$ cat config.mk
export PLATFORM = sky130hd
export DESIGN_NAME = llhq_qmul
export DESIGN_NICKNAME = d
export VERILOG_FILES = /design/src/sv/llhq_pkg.sv /design/src/sv/llhq_qmul.sv
export SDC_FILE = /design/constraint.sdc
export NUM_CORES = 1
export LEC_CHECK = 0
export BUFFER_PORTS_ARGS = -buffer_cell sky130_fd_sc_hd__buf_2
export CORE_UTILIZATION = 45
export DETAILED_ROUTE_END_ITERATION = 10
export PLACE_DENSITY_LB_ADDON = 0.15
export SKIP_CTS_REPAIR_TIMING = 1
export SYNTH_ARGS = -nofsm -noshare
export SYNTH_HDL_FRONTEND = slang
export SYNTH_SLANG_ARGS = --single-unit
$ cat constraint.sdc
create_clock -name clk -period 15.2 [get_ports clk]
set_input_delay 4.56 -clock clk [delete_from_list [all_inputs] [get_ports clk]]
set_output_delay 4.56 -clock clk [all_outputs]
set_load 0.01 [all_outputs]
$ cat src/sv/llhq_pkg.sv
// ----------------------------------------------------------------------------
// llhq_pkg
// Shared types, constants and edge tables of the log-bucketed latency
// histogram with quantile readout.
// ----------------------------------------------------------------------------
`default_nettype none

package llhq_pkg;

  // bucket layout
  localparam int BUCKETS_PER_DECADE = 24;
  localparam int DECADES            = 7;
  localparam int LOW_EXP            = 2;
  localparam int NUM_EDGES          = DECADES * BUCKETS_PER_DECADE + 1;
  localparam int NUM_BUCKETS        = NUM_EDGES + 1;
  localparam int BKT_W              = $clog2(NUM_BUCKETS);
  localparam int EDGE_IDX_W         = $clog2(NUM_EDGES);
  localparam int BIT_CNT_W          = $clog2(BKT_W);

  // exponent steps for the float estimates of edges and midpoints
  localparam real EDGE_STEP = 1.0 / real'(BUCKETS_PER_DECADE);
  localparam real MID_STEP  = 1.0 / real'(2 * BUCKETS_PER_DECADE);

  // field widths
  localparam int SAMPLE_W  = 32;
  localparam int FRAC_W    = 17;
  localparam int FRAC_SH   = FRAC_W - 1;
  localparam int NS_W      = 30;
  localparam int OUT_CNT_W = 32;

  localparam logic [FRAC_W-1:0] FRAC_ONE = {1'b1, {FRAC_SH{1'b0}}};
  localparam logic [BKT_W-1:0]  LAST_BKT = BKT_W'(NUM_BUCKETS - 1);

  // wide integers for exact table construction at elaboration
  localparam int BIG_W = 1536;
  typedef logic [BIG_W-1:0] big_t;

  typedef logic [NUM_EDGES-1:0][NS_W-1:0] ns_tab_t;

  // main sequencer states
  typedef enum logic [2:0] {
    ST_IDLE,
    ST_SEARCH,
    ST_ADD_RD,
    ST_ADD_WR,
    ST_MUL,
    ST_WALK
  } state_t;

  // target multiplier states
  typedef enum logic [1:0] {
    QM_IDLE,
    QM_RUN,
    QM_FIN
  } qm_state_t;

  // base raised to a power, exact
  function automatic big_t big_pow(input logic [31:0] base, input int e);
    big_t p;
    p = big_t'(1);
    for (int i = 0; i < e; i++) begin
      p = p * big_t'(base);
    end
    return p;
  endfunction

  // edge k is the least integer x with x^BPD >= 10^(LOW_EXP*BPD + k)
  function automatic ns_tab_t build_edge_tab();
    ns_tab_t     tab;
    big_t        t;
    int          est;
    logic        found;
    logic [31:0] x;
    tab = '0;
    t   = big_t'(1);
    for (int i = 0; i < LOW_EXP * BUCKETS_PER_DECADE; i++) begin
      t = t * big_t'(10);
    end
    for (int k = 0; k < NUM_EDGES; k++) begin
      if (k > 0) begin
        t = t * big_t'(10);
      end
      est = $rtoi(10.0 ** (real'(LOW_EXP) + real'(k) * EDGE_STEP));
      found = 1'b0;
      // float estimate lands within one of the exact answer
      for (int j = -1; j <= 2; j++) begin
        x = 32'(est + j);
        if (!found && (big_pow(x, BUCKETS_PER_DECADE) >= t)) begin
          tab[k] = NS_W'(x);
          found  = 1'b1;
        end
      end
    end
    return tab;
  endfunction

  // midpoint k is the least x with (2x+1)^(2BPD) >= 4^BPD * 10^(2*LOW_EXP*BPD + 2k - 1)
  function automatic ns_tab_t build_mid_tab();
    ns_tab_t     tab;
    big_t        t;
    int          est;
    logic        found;
    logic [31:0] x;
    tab = '0;
    t   = big_t'(1) << (2 * BUCKETS_PER_DECADE);
    for (int i = 0; i < 2 * LOW_EXP * BUCKETS_PER_DECADE + 1; i++) begin
      t = t * big_t'(10);
    end
    for (int k = 1; k < NUM_EDGES; k++) begin
      if (k > 1) begin
        t = t * big_t'(100);
      end
      est = $rtoi(10.0 ** (real'(LOW_EXP) + real'(2 * k - 1) * MID_STEP));
      found = 1'b0;
      for (int j = -1; j <= 2; j++) begin
        x = 32'(est + j);
        if (!found && (big_pow(2 * x + 1, 2 * BUCKETS_PER_DECADE) >= t)) begin
          tab[k] = NS_W'(x);
          found  = 1'b1;
        end
      end
    end
    return tab;
  endfunction

  localparam ns_tab_t EDGE_NS = build_edge_tab();
  localparam ns_tab_t MID_NS  = build_mid_tab();

  localparam logic [NS_W-1:0] FIRST_EDGE = EDGE_NS[0];
  localparam logic [NS_W-1:0] LAST_EDGE  = EDGE_NS[NUM_EDGES-1];

endpackage

`default_nettype wire

$ cat src/sv/llhq_qmul.sv
// ----------------------------------------------------------------------------
// llhq_qmul
// Serial shift-add unit for the quantile target max(1, ceil(q * n / 65536)).
// ----------------------------------------------------------------------------
`default_nettype none

module llhq_qmul #(
  parameter int COUNT_WIDTH = 32
) (
  input  logic                              clk,
  input  logic                              rst,
  input  logic                              start,
  input  logic [COUNT_WIDTH-1:0]            count,
  input  logic [llhq_pkg::FRAC_W-1:0]       frac,
  output logic                              done,
  output logic [COUNT_WIDTH-1:0]            target
);

  localparam int PW    = COUNT_WIDTH + llhq_pkg::FRAC_W;
  localparam int CNT_W = $clog2(llhq_pkg::FRAC_W);

  llhq_pkg::qm_state_t state, state_next;

  logic [PW-1:0]                acc;
  logic [llhq_pkg::FRAC_W-1:0]  mq;
  logic [CNT_W-1:0]             cnt;
  logic [COUNT_WIDTH-1:0]       n_r;
  logic [COUNT_WIDTH:0]         ceil_val;
  logic [COUNT_WIDTH-1:0]       target_next;

  // state register
  always_ff @(posedge clk) begin
    if (rst) begin
      state <= llhq_pkg::QM_IDLE;
    end else begin
      state <= state_next;
    end
  end

  // next state
  always_comb begin
    state_next = state;
    unique case (state)
      llhq_pkg::QM_IDLE: if (start) state_next = llhq_pkg::QM_RUN;
      llhq_pkg::QM_RUN:  if (cnt == '0) state_next = llhq_pkg::QM_FIN;
      llhq_pkg::QM_FIN:  state_next = llhq_pkg::QM_IDLE;
      default:           state_next = llhq_pkg::QM_IDLE;
    endcase
  end

  // round up the fraction bits, never below one
  always_comb begin
    ceil_val    = acc[PW-1:llhq_pkg::FRAC_SH] +
                  (COUNT_WIDTH+1)'(|acc[llhq_pkg::FRAC_SH-1:0]);
    target_next = (ceil_val == '0) ? COUNT_WIDTH'(1) : ceil_val[COUNT_WIDTH-1:0];
  end

  // msb-first shift-add datapath, one multiplier bit per cycle
  always_ff @(posedge clk) begin
    unique case (state)
      llhq_pkg::QM_IDLE: begin
        if (start) begin
          acc <= '0;
          mq  <= frac;
          n_r <= count;
          cnt <= CNT_W'(llhq_pkg::FRAC_W - 1);
        end
      end
      llhq_pkg::QM_RUN: begin
        acc <= (acc << 1) + (mq[llhq_pkg::FRAC_W-1] ? PW'(n_r) : '0);
        mq  <= mq << 1;
        cnt <= cnt - 1'b1;
      end
      llhq_pkg::QM_FIN: begin
        target <= target_next;
      end
      default: begin
        acc <= acc;
      end
    endcase
  end

  // completion strobe
  always_ff @(posedge clk) begin
    if (rst) begin
      done <= 1'b0;
    end else begin
      done <= (state == llhq_pkg::QM_FIN);
    end
  end

endmodule

`default_nettype wire

==> Word-level counts from Yosys, hierarchy flattened <==
Cells that the tools add are included.
{ "op_classes": {"n_addsub": 3, "n_mux": 10, "n_reduce_logical": 8, "n_eq_ne": 4} }
{ "ops": {"columns": ["operator", "n"], "rows": [
  ["$pmux 49 s2", 1],
  ["$add 49x32->49", 1],
  ["$mux 49", 1],
  ["$pmux 17 s2", 1],
  ["$add 33x1->33", 1],
  ["$logic_not 33->1", 1],
  ["$mux 32", 1],
  ["$mux 17", 1],
  ["$reduce_or 16->1", 1],
  ["$pmux 5 s2", 1],
  ["$reduce_and 2->1", 3],
  ["$logic_not 5->1", 1],
  ["$mux 5", 1],
  ["$sub 5x1->5 const B", 1],
  ["$mux 2", 2],
  ["$ne 2x2->1 const B", 2],
  ["$pmux 2 s2", 1],
  ["$eq 2x1->1 const B", 1],
  ["$eq 2x2->1 const B", 1],
  ["$logic_not 2->1", 1],
  ["$reduce_bool 2->1", 1]
]} }
{ "word_totals": {"inputBits": 52, "out_inout_bits": 33, "word_cells": 32, "reg_bits": 138} }

==> Depth between registers and ports, before layout <==
Gate-level depths: netlist of run 1.
{ "logic_depth": {"word_depth": 3, "mapped_depth": 12, "mapped_depth_nobuf": 10} }

==> Least setup slack after synthesis of run 1 <==
Ideal clock, no wire load.
{ "synth_timing": {"path_type": "input -> register", "from": "in start", "to": "reg acc[0] (enable)", "path_buffers": 0, "required_ns": 14.697, "stages": 2, "path_slack_ns": 7.090, "arrival_time_ns": 7.607, "path_cell_list": "nor2_1 nor2_1"} }
{ "synth_between": {"elab_chain_len": 2} }
{ "synth_rtl": {"columns": ["element", "line_no", "text"], "rows": [
  ["start, declared", "llhq_qmul.sv:12", "input logic start,"],
  ["$ne 2x2->1 (no line)", null, null],
  ["$reduce_and 2->1 (no line)", null, null],
  ["end signal, assigned", "llhq_qmul.sv:70", "acc <= (acc << 1) + (mq[llhq_pkg::FRAC_W-1] ? PW'(n_r) : '0);"],
  ["end, declared", "llhq_qmul.sv:24", "logic [PW-1:0] acc;"]
]} }
No other way between the ends.
A chain may end at the register's enable or synchronous reset.

==> Worst setup path after layout of run 1 <==
{ "layout_timing": {"from": "in start", "to": "reg acc[19] (enable)"} }
Same word-level chain as after synthesis.

==> flow_summary_export.csv, run 1 <==
group,metric,value,unit
run_status,status,"finished, final reports clean",
timing,rsz0062_at_grt,"no",
final_layout,fin_nets,937,
logic_synthesis,yosys_most_used_dff,"edfxtp_1",
drt,wire_per_inst,16.9,um
logic_synthesis,synth-xor-area-share,5.57,%
final_layout,layout-drive-gt1-share,18.5,%
min_path,hold_depth,2,
die,rows,48,
min_path,hold_end,"mq[3]$_DFFE_PP_",
timing,setup_violations,0,
setup_path,crit_path_max_fanout,72,
final_layout,n_antenna_cell,0,
power,vdd_drop_max,0.0000917,V
logic_synthesis,yosysTopAreaCellShare,49.6,%
job,maxCapViolations,0,
die,die_w,137,um
die,die_h,137,um
final_layout,nFillCells,1599,
global_route,globalRouteOverflowTotal,0,
clock_network,cts.htree.levels,4,
setup_path,crit_path_end_kind,"flop",
min_path,hp-start,"mq[2]$_DFFE_PP_",
drt,drc,0,
timing,finalMaxSlewViolations,0,
logic_synthesis,synth-seq-cells,138,
timing,finalClockSkew,0.00689,ns
die,die_area,18700,um2
die,io_pins,85,
logic_synthesis,yosys.area_share.adder,5.60,%
clock_network,cts_root_buffer,"clkbuf_16",
global_route,grt_pass1_vias,5871,
global_route,grt_pass1_wl,29600,um
setup_path,reg2reg_to,"acc[35]$_SDFFCE_PN0P_",
timing,period_minus_slack,5.54,ns
logic_synthesis,seq_area_frac_synth,50.3,%
timing,final-hold-violation-count,0,
place,post-dp-hpwl,13100,um
power,power.total,1.12,mW
clock_network,cts_made_buffers,17,
setup_path,r2r_start,"mq[16]$_DFFE_PP_",
die,floorplan.initialDensity,46.6,%
final_layout,area_delta_synth_final,14.7,%
timing,fin_setup_tns,0,ns
timing,max_freq,181,MHz
timing,relSlewSlack,35.2,%
clock_network,tritoncts,"done",
logic_synthesis,synth_most_common_cell,"edfxtp_1",
drt,dr.pass1.iters,5,
setup_path,crit_arrival,5.58,ns
logic_synthesis,synth_cell_types,77,
place,port_buffers,84,
place,place_congestion,0.905,
setup_path,rrSetupSlack,11.26,ns
place,dp_slack,9.23,ns
logic_synthesis,syn_area_per_cell,10.6,um2
logic_synthesis,synthTopCellsByArea,"edfxtp_1 50%, ha_1 5.4%, nand2_1 4.6%",
setup_path,cp.required,15.24,ns
drt,via_count,6194,
logic_synthesis,async_flop_share,0,%
global_route,grt_max_degree,73,
power,p_leak,3.52,nW
setup_path,path_class,"in2reg",
die,core_area,17500,um2
global_route,antenna_found_initial,0,
drt,wl,18400,um
logic_synthesis,yosysTopAreaCell,"edfxtp_1",
logic_synthesis,synth_simple_gate_area_share,21.3,%
drt,drt-initial-drc-count,347,
global_route,grt.total_usage,20.8,%
power,powerDensity,119,nW/um2
clock_network,clk_latency,0.42,ns
drt,antenna_left,0,
logic_synthesis,synth_edf_count,135,
drt,vias_per_cell,5.70,
logic_synthesis,yosys_warnings,0,
clock_network,clock_sinks,138,
logic_synthesis,synth_area,8180,um2
logic_synthesis,synth_top_family_by_area,"simple AND/OR/NAND/NOR gates",
logic_synthesis,syn_nets,861,
clock_network,cts_max_path_buffers,2,
logic_synthesis,ys_top_cells_by_count,"135 x edfxtp_1, 101 x nand2_1, 60 x nor2_1",
clock_network,clk_pin_slew_worst_paths,0.06,ns
timing,tightest_slew,0.973,ns
timing,fin_ws,9.66,ns
logic_synthesis,synth_compound_area_share,13.8,%
logic_synthesis,synthMuxAreaShare,0.612,%
timing,finalCritPeriodShare,36.4,%
setup_path,crit_path_start_kind,"primary input",
setup_path,r2r_cells,10,
logic_synthesis,syn_inst,773,
min_path,hp-class,"reg2reg",
[sequential cells by signal (all words and copies together), names as in the netlist]
signal	cells
acc	49
cnt	5
done	1
mq	17
n_r	32
state	2
target	32
[worst max-delay path: stages]
cell,delay (ns)
buf_2,0.08
nor2_1,0.06
nor2_4,0.09
buf_4,0.75
[layout make-up]
class,instances,area [um2],area share [%]
Sequential cell,138,4110,43.9
Multi-Input combinational cell,584,3850,41.0
Timing Repair Buffer,89,458,4.88
Clock buffer,18,429,4.58
Tap cell,225,282,3.00
Clock inverter,13,178,1.89
Inverter,19,71.3,0.760
[layout by cell type, fill, tap and decap left out, drive strengths merged, types with 4 or more instances in the layout]
master,netlist,final
or2,9,9
nand4,23,23
and3,6,6
buf,13,89
o21ai,30,30
nor3,20,20
mux2i,5,5
o211ai,7,7
a31oi,5,5
or3,9,9
o21a,6,6
xor2,20,20
a21o,10,10
clkinv,1,10
and2,40,40
nand2,101,101
a21oi,51,51
nor2,60,60
or4,8,8
a211oi,4,4
nor3b,6,6
edfxtp,135,135
o31ai,9,9
bufinv,0,4
a2111oi,5,5
nor4,14,14
inv,18,18
xnor2,32,32
clkbuf,19,18
o41ai,4,4
nand3,27,27
ha,35,35
[metal layers]
layer | track usage [%] | up-vias | part of all wire [%]
met3 | 3.52 | 24 | 5.2
li1 | - | 3043 | -
met1 | 28.7 | 2936 | 48
met4 | 7.26 | 0 | 1.7
met2 | 32.9 | 191 | 45
met5 | 0 | - | 0
[how the worst max path moves through the flow]
stage	slack, ns	cells after the start	start	to
finish	9.66	4	start	acc[19]$_SDFFCE_PN0P_
CTS	9.68	1	target[12]$_SDFFCE_PN0P_	target[12]
floorplan	7.09	2	start	acc[0]$_SDFFCE_PN0P_
global placement	9.28	4	start	acc[17]$_SDFFCE_PN0P_
detailed placement	9.23	4	start	acc[19]$_SDFFCE_PN0P_
global route	9.60	4	start	acc[24]$_SDFFCE_PN0P_
[kinds of logic after synthesis]
family                     Yosys count
buffers and inverters               51
muxes                                5
adders and majority gates           36
AOI/OAI and AO/OA                  157
DFF                                138
xor gates and xnor gates            52
and+or+nand+nor                    334
[per-stage QoR]
step | hold slack, ns | util, % | instance area [um2] | instances
global route | 0.542 | 53.5 | 9380 | 1086
CTS | 0.511 | 53.5 | 9380 | 1086
floorplan | 0.484 | - | 8180 | 773
global placement | 0.492 | 50.0 | 8770 | 1055
detailed placement | 0.495 | 50.0 | 8770 | 1055
finish | 0.513 | 53.5 | 9380 | 1086
[power breakdown]
part / internal, mW / switching (mW)
combinational: 0.0770 / 0.123
sequential: 0.458 / 0.0324
clock: 0.272 / 0.157
(Power assumes the default switching activity.)
==> run 2, diff against run 1 <==
clock period = 5.2 ns   (was 15.2 ns; I/O delays follow)
==> run 2 against run 1 <==
Compared with the run above:
- cell count unchanged
- design area down 0.20%
- sequential power rose to 2.9 times the previous value
- critical endpoint is now acc[35]$_SDFFCE_PN0P_
- largest cell class unchanged
- register-to-register slack worse by 9.9 ns
- largest power group unchanged
- clock power rose to 2.8 times the previous value
==> flow_summary_export.csv, run 2 (synthesis gave the netlist of run 1 again) <==
group,metric,value,unit
run_status,status,"finished, final reports clean",
timing,finalMaxSlewViolations,0,
final_layout,top_regs,"acc: 49 flops, n_r: 32 flops, target: 32 flops",
min_path,hp-start,"mq[1]$_DFFE_PP_",
timing,finalCritPeriodShare,74.4,%
min_path,hold_end,"mq[2]$_DFFE_PP_",
timing,fin_setup_tns,0,ns
timing,finalClockSkew,0.0100,ns
final_layout,n_antenna_cell,0,
final_layout,area_delta_synth_final,14.5,%
drt,vias_per_cell,5.77,
final_layout,stdcell_count,1086,
setup_path,crit_path_end_kind,"flop",
clock_network,cts_made_buffers,17,
final_layout,fin_nets,938,
drt,wire_per_inst,17.0,um
timing,period_minus_slack,3.87,ns
final_layout,final_common_cell,"edfxtp_1",
clock_network,tritoncts,"done",
power,p_leak,3.51,nW
place,place_congestion,0.915,
final_layout,final_cell_mix,"135 x edfxtp_1, 101 x nand2_1, 84 x buf_2, 58 x nor2_1, 50 x a21oi_1",
setup_path,path_class,"reg2reg",
die,rows,48,
setup_path,slowest_stage,"edfxtp_1",
drt,wl,18500,um
min_path,hp-class,"reg2reg",
place,port_buffers,84,
place,post-dp-hpwl,13300,um
drt,drc,0,
die,die_area,18700,um2
global_route,grt.total_usage,21.3,%
power,powerDensity,345,nW/um2
final_layout,regMostFlops,"acc",
setup_path,crit_path_max_fanout,32,
min_path,hold_depth,2,
timing,relSlewSlack,33.5,%
setup_path,crit_chain,"and2_1 -> ha_1 -> fa_1 -> a211oi_1 -> nor2_1 -> o31ai_2 -> a31oi_2 -> nor4_1 -> or4_1 -> a21oi_1",
setup_path,rrSetupSlack,1.33,ns
timing,final-hold-violation-count,0,
timing,rsz0062_at_grt,"no",
clock_network,clk_pin_slew_worst_paths,0.06,ns
global_route,antenna_found_initial,1,
setup_path,critical-path-max-stage-delay,0.74,ns
clock_network,cts_max_path_buffers,2,
setup_path,r2r_cells,10,
clock_network,cts.htree.levels,4,
drt,antenna_left,0,
global_route,grt_pass1_wl,30400,um
die,die_w,137,um
timing,tightest_slew,0.998,ns
timing,setup_violations,0,
setup_path,reg2reg_to,"acc[35]$_SDFFCE_PN0P_",
setup_path,crit_arrival,4.00,ns
drt,dr.pass1.iters,5,
global_route,grt_pass1_vias,6055,
drt,via_count,6270,
clock_network,clock_sinks,138,
global_route,grt_max_degree,46,
global_route,globalRouteOverflowTotal,0,
place,dp_cells,1056,
die,core_area,17500,um2
timing,max_freq,259,MHz
die,io_pins,85,
die,floorplan.initialDensity,46.6,%
power,vdd_drop_max,0.000264,V
clock_network,clk_latency,0.43,ns
clock_network,cts_root_buffer,"clkbuf_16",
setup_path,crit_path_start_kind,"flop",
timing,fin_hold_ws,0.507,ns
setup_path,cp.required,5.34,ns
die,die_h,137,um
job,maxCapViolations,0,
drt,drt-initial-drc-count,398,
final_layout,layout-drive-gt1-share,18.6,%
final_layout,largest_reg_flops,49,
setup_path,r2r_start,"mq[16]$_DFFE_PP_",
==> run 2: changes by cell type in the layout (fill, tap and decap cells not counted) <==
cell        change
buf_4           +1
clkinv_4        -1
clkinvlp_4      +1
inv_6           +1
clkinv_1        -1
bufinv_16       -1
==> run 2: routing by layer <==
| metal | wire length, um | global-route usage [%] |
|---|---|---|
| met4 | 408 | 7.88 |
| met3 | 1200 | 4.74 |
| met1 | 8560 | 29.3 |
| met2 | 8290 | 32.8 |
| met5 | 0 | 0 |
==> run 2: how the worst max path moves through the flow <==
stage	endpoint	startpoint	slack (ns)	cells after the start
6_report	acc[35]$_SDFFCE_PN0P_	mq[16]$_DFFE_PP_	1.33	10
2_1_floorplan	acc[0]$_SDFFCE_PN0P_	start	0.09	2
3_5_place_dp	acc[35]$_SDFFCE_PN0P_	mq[16]$_DFFE_PP_	1.33	10
4_1_cts	acc[35]$_SDFFCE_PN0P_	mq[16]$_DFFE_PP_	1.31	10
3_3_place_gp	acc[35]$_SDFFCE_PN0P_	mq[16]$_DFFE_PP_	1.53	10
5_1_grt	acc[35]$_SDFFCE_PN0P_	mq[16]$_DFFE_PP_	0.99	10
==> run 2: critical path: cells and delay by family, from the launching register on <==
family                     cells  cell delay, ns
and+or+nand+nor                4            1.21
AOI/OAI and AO/OA              4            0.98
DFF                            1            0.74
adders and majority gates      2            0.66
==> run 2: area by class of cell <==
cell class	count	area [um2]
clock buffers	18	429
clock inverters	12	151
fillers	1576	8180
inverters	19	71.3
multi-input cells	584	3850
flip-flops and latches	138	4110
well taps	225	282
repair buffers	90	465
==> run 2: through the flow <==
step	utilization (%)	area [um2]	total power [mW]	setup WS, ns
floorplan	-	8180	1.88	0.0903
global placement	50.1	8780	2.01	1.53
detailed placement	50.1	8780	2.03	1.33
CTS	53.4	9360	3.25	1.31
global route	53.4	9360	3.38	0.992
finish	53.4	9360	3.23	1.33
==> run 2: report_power, final <==
part	leakage (nW)	switching (mW)	internal, mW	total, mW
Sequential	1.37	0.0959	1.34	1.43
Combinational	1.86	0.357	0.226	0.583
Clock	0.283	0.469	0.746	1.21
Total	3.51	0.921	2.31	3.23
==> run 3, diff against run 2 <==
clock period = 3.45 ns   (was 5.2 ns; I/O delays follow)
==> run 3 against run 2 <==
Compared with the run above:
- core utilization up 1.8 points
- setup slack worse by 1.2 ns
- clock-buffer cell count up 2
- largest cell class unchanged
- die area unchanged
- power up 52%
- largest power group unchanged
- design area up 3.4%
- non-clock buffer count up 27
==> flow_summary_export.csv, run 3 (synthesis gave the netlist of run 1 again) <==
group,metric,value,unit
clock_network,tritoncts,"done",
timing,fin_setup_tns,0,ns
power,switching_share,29.0,%
place,port_buffers,84,
timing,finalMaxSlewViolations,0,
power,power.total,4.90,mW
final_layout,top_regs,"acc: 49 flops, n_r: 32 flops, target: 32 flops",
final_layout,final_cell_mix,"135 x edfxtp_1, 101 x nand2_1, 84 x buf_2, 57 x nor2_1, 50 x a21oi_1",
drt,vias_per_cell,5.70,
job,maxCapViolations,0,
clock_network,clk_pin_slew_worst_paths,0.06,ns
timing,finalCritPeriodShare,95.4,%
die,die_h,137,um
final_layout,stdcell_count,1114,
final_layout,layout-drive-gt1-share,22.0,%
global_route,antenna_found_initial,0,
drt,via_count,6345,
timing,max_freq,304,MHz
clock_network,clock_sinks,138,
timing,rsz0062_at_grt,"no",
setup_path,path_class,"reg2reg",
power,combPwrFrac,20.2,%
power,vdd_drop_max,0.000424,V
timing,relSlewSlack,32.9,%
die,rows,48,
clock_network,cts_max_path_buffers,2,
setup_path,crit_path_end_kind,"flop",
final_layout,area_delta_synth_final,18.4,%
clock_network,cts_made_buffers,17,
timing,finalClockSkew,0.00848,ns
place,place_congestion,0.884,
final_layout,final_common_cell,"edfxtp_1",
clock_network,cts.htree.levels,4,
timing,period_minus_slack,3.29,ns
die,die_area,18700,um2
global_route,globalRouteOverflowTotal,0,
drt,wire_per_inst,17.6,um
global_route,grt_pass1_wl,31400,um
global_route,grt.total_usage,22.1,%
die,io_pins,85,
place,post-dp-hpwl,14600,um
drt,drc,0,
power,powerDensity,507,nW/um2
die,floorplan.initialDensity,46.6,%
drt,dr.pass1.iters,5,
setup_path,cp.required,3.61,ns
drt,antenna_left,0,
drt,drt-initial-drc-count,382,
timing,tightest_slew,1.01,ns
drt,wl,19600,um
final_layout,fin_nets,965,
run_status,status,"finished, final reports clean",
clock_network,clk_latency,0.43,ns
timing,final-hold-violation-count,0,
timing,setup_violations,0,
global_route,grt_pass1_vias,6225,
power,p_seq_share,43.9,%
final_layout,regMostFlops,"acc",
die,die_w,137,um
min_path,hp-class,"reg2reg",
global_route,grt_max_degree,46,
final_layout,largest_reg_flops,49,
power,p_leak,3.67,nW
power,clockPowerShare,35.8,%
place,dp_cells,1082,
power,p_sw,1.42,mW
setup_path,crit_path_start_kind,"flop",
final_layout,n_antenna_cell,0,
setup_path,crit_path_max_fanout,31,
clock_network,cts_root_buffer,"clkbuf_16",
die,core_area,17500,um2
setup_path,crit_arrival,3.46,ns
power,p_int,3.48,mW
## run 3: worst max-delay path, stage by stage, from the launching register on
cell       delay, ns
edfxtp_1        0.42
buf_12          0.19
and2_1          0.15
ha_2            0.42
a21oi_1         0.14
o221ai_1        0.25
a21oi_1         0.25
a31oi_4         0.32
o31ai_4         0.09
buf_12          0.16
a2111oi_1       0.49
mux2i_1         0.14
## run 3: final cells by class
cell class | instances | area [um2]
fill | 1572 | 7860
sequential | 138 | 4110
multi-input combinational | 584 | 3920
timing repair buffer | 117 | 731
clock buffer | 20 | 437
tap | 225 | 282
clock inverter | 11 | 124
inverter | 19 | 71.3
## run 3: worst paths after layout
kind	from	to	slack [ns]	cells past startpoint
min reg2reg	mq[15]$_DFFE_PP_	mq[16]$_DFFE_PP_	0.51	2
max reg2reg	mq[16]$_DFFE_PP_	acc[45]$_SDFFCE_PN0P_	0.16	11
min	mq[15]$_DFFE_PP_	mq[16]$_DFFE_PP_	0.51	2
max	mq[16]$_DFFE_PP_	acc[45]$_SDFFCE_PN0P_	0.16	11
## run 3: through the flow
stage	setup WS (ns)	util [%]	hold slack, ns	area [um2]
2_1_floorplan	0.0931	-	0.484	8180
4_1_cts	0.0140	54.8	0.517	9610
6_report	0.157	55.2	0.512	9680
5_1_grt	0.00112	55.2	0.534	9680
3_5_place_dp	0.0405	51.6	0.502	9040
3_3_place_gp	0.115	51.6	0.489	9040
## run 3: routing by layer
metal	GRT usage [%]	share of wire [%]	vias to the layer above
li1	-	-	3097
met3	4.96	6.3	30
met1	30.2	47	3006
met4	7.08	1.5	0
met2	34.8	46	212
met5	0	0	-
## run 3: power by group through the flow
stage | Combinational, mW | Sequential (mW) | Clock, mW
after floorplan | 0.709 | 2.12 | 0
after global placement | 0.950 | 2.18 | 0
after detailed placement | 0.967 | 2.18 | 0
after CTS | 0.976 | 2.15 | 1.79
after global routing | 1.10 | 2.17 | 1.85
final | 0.993 | 2.15 | 1.76
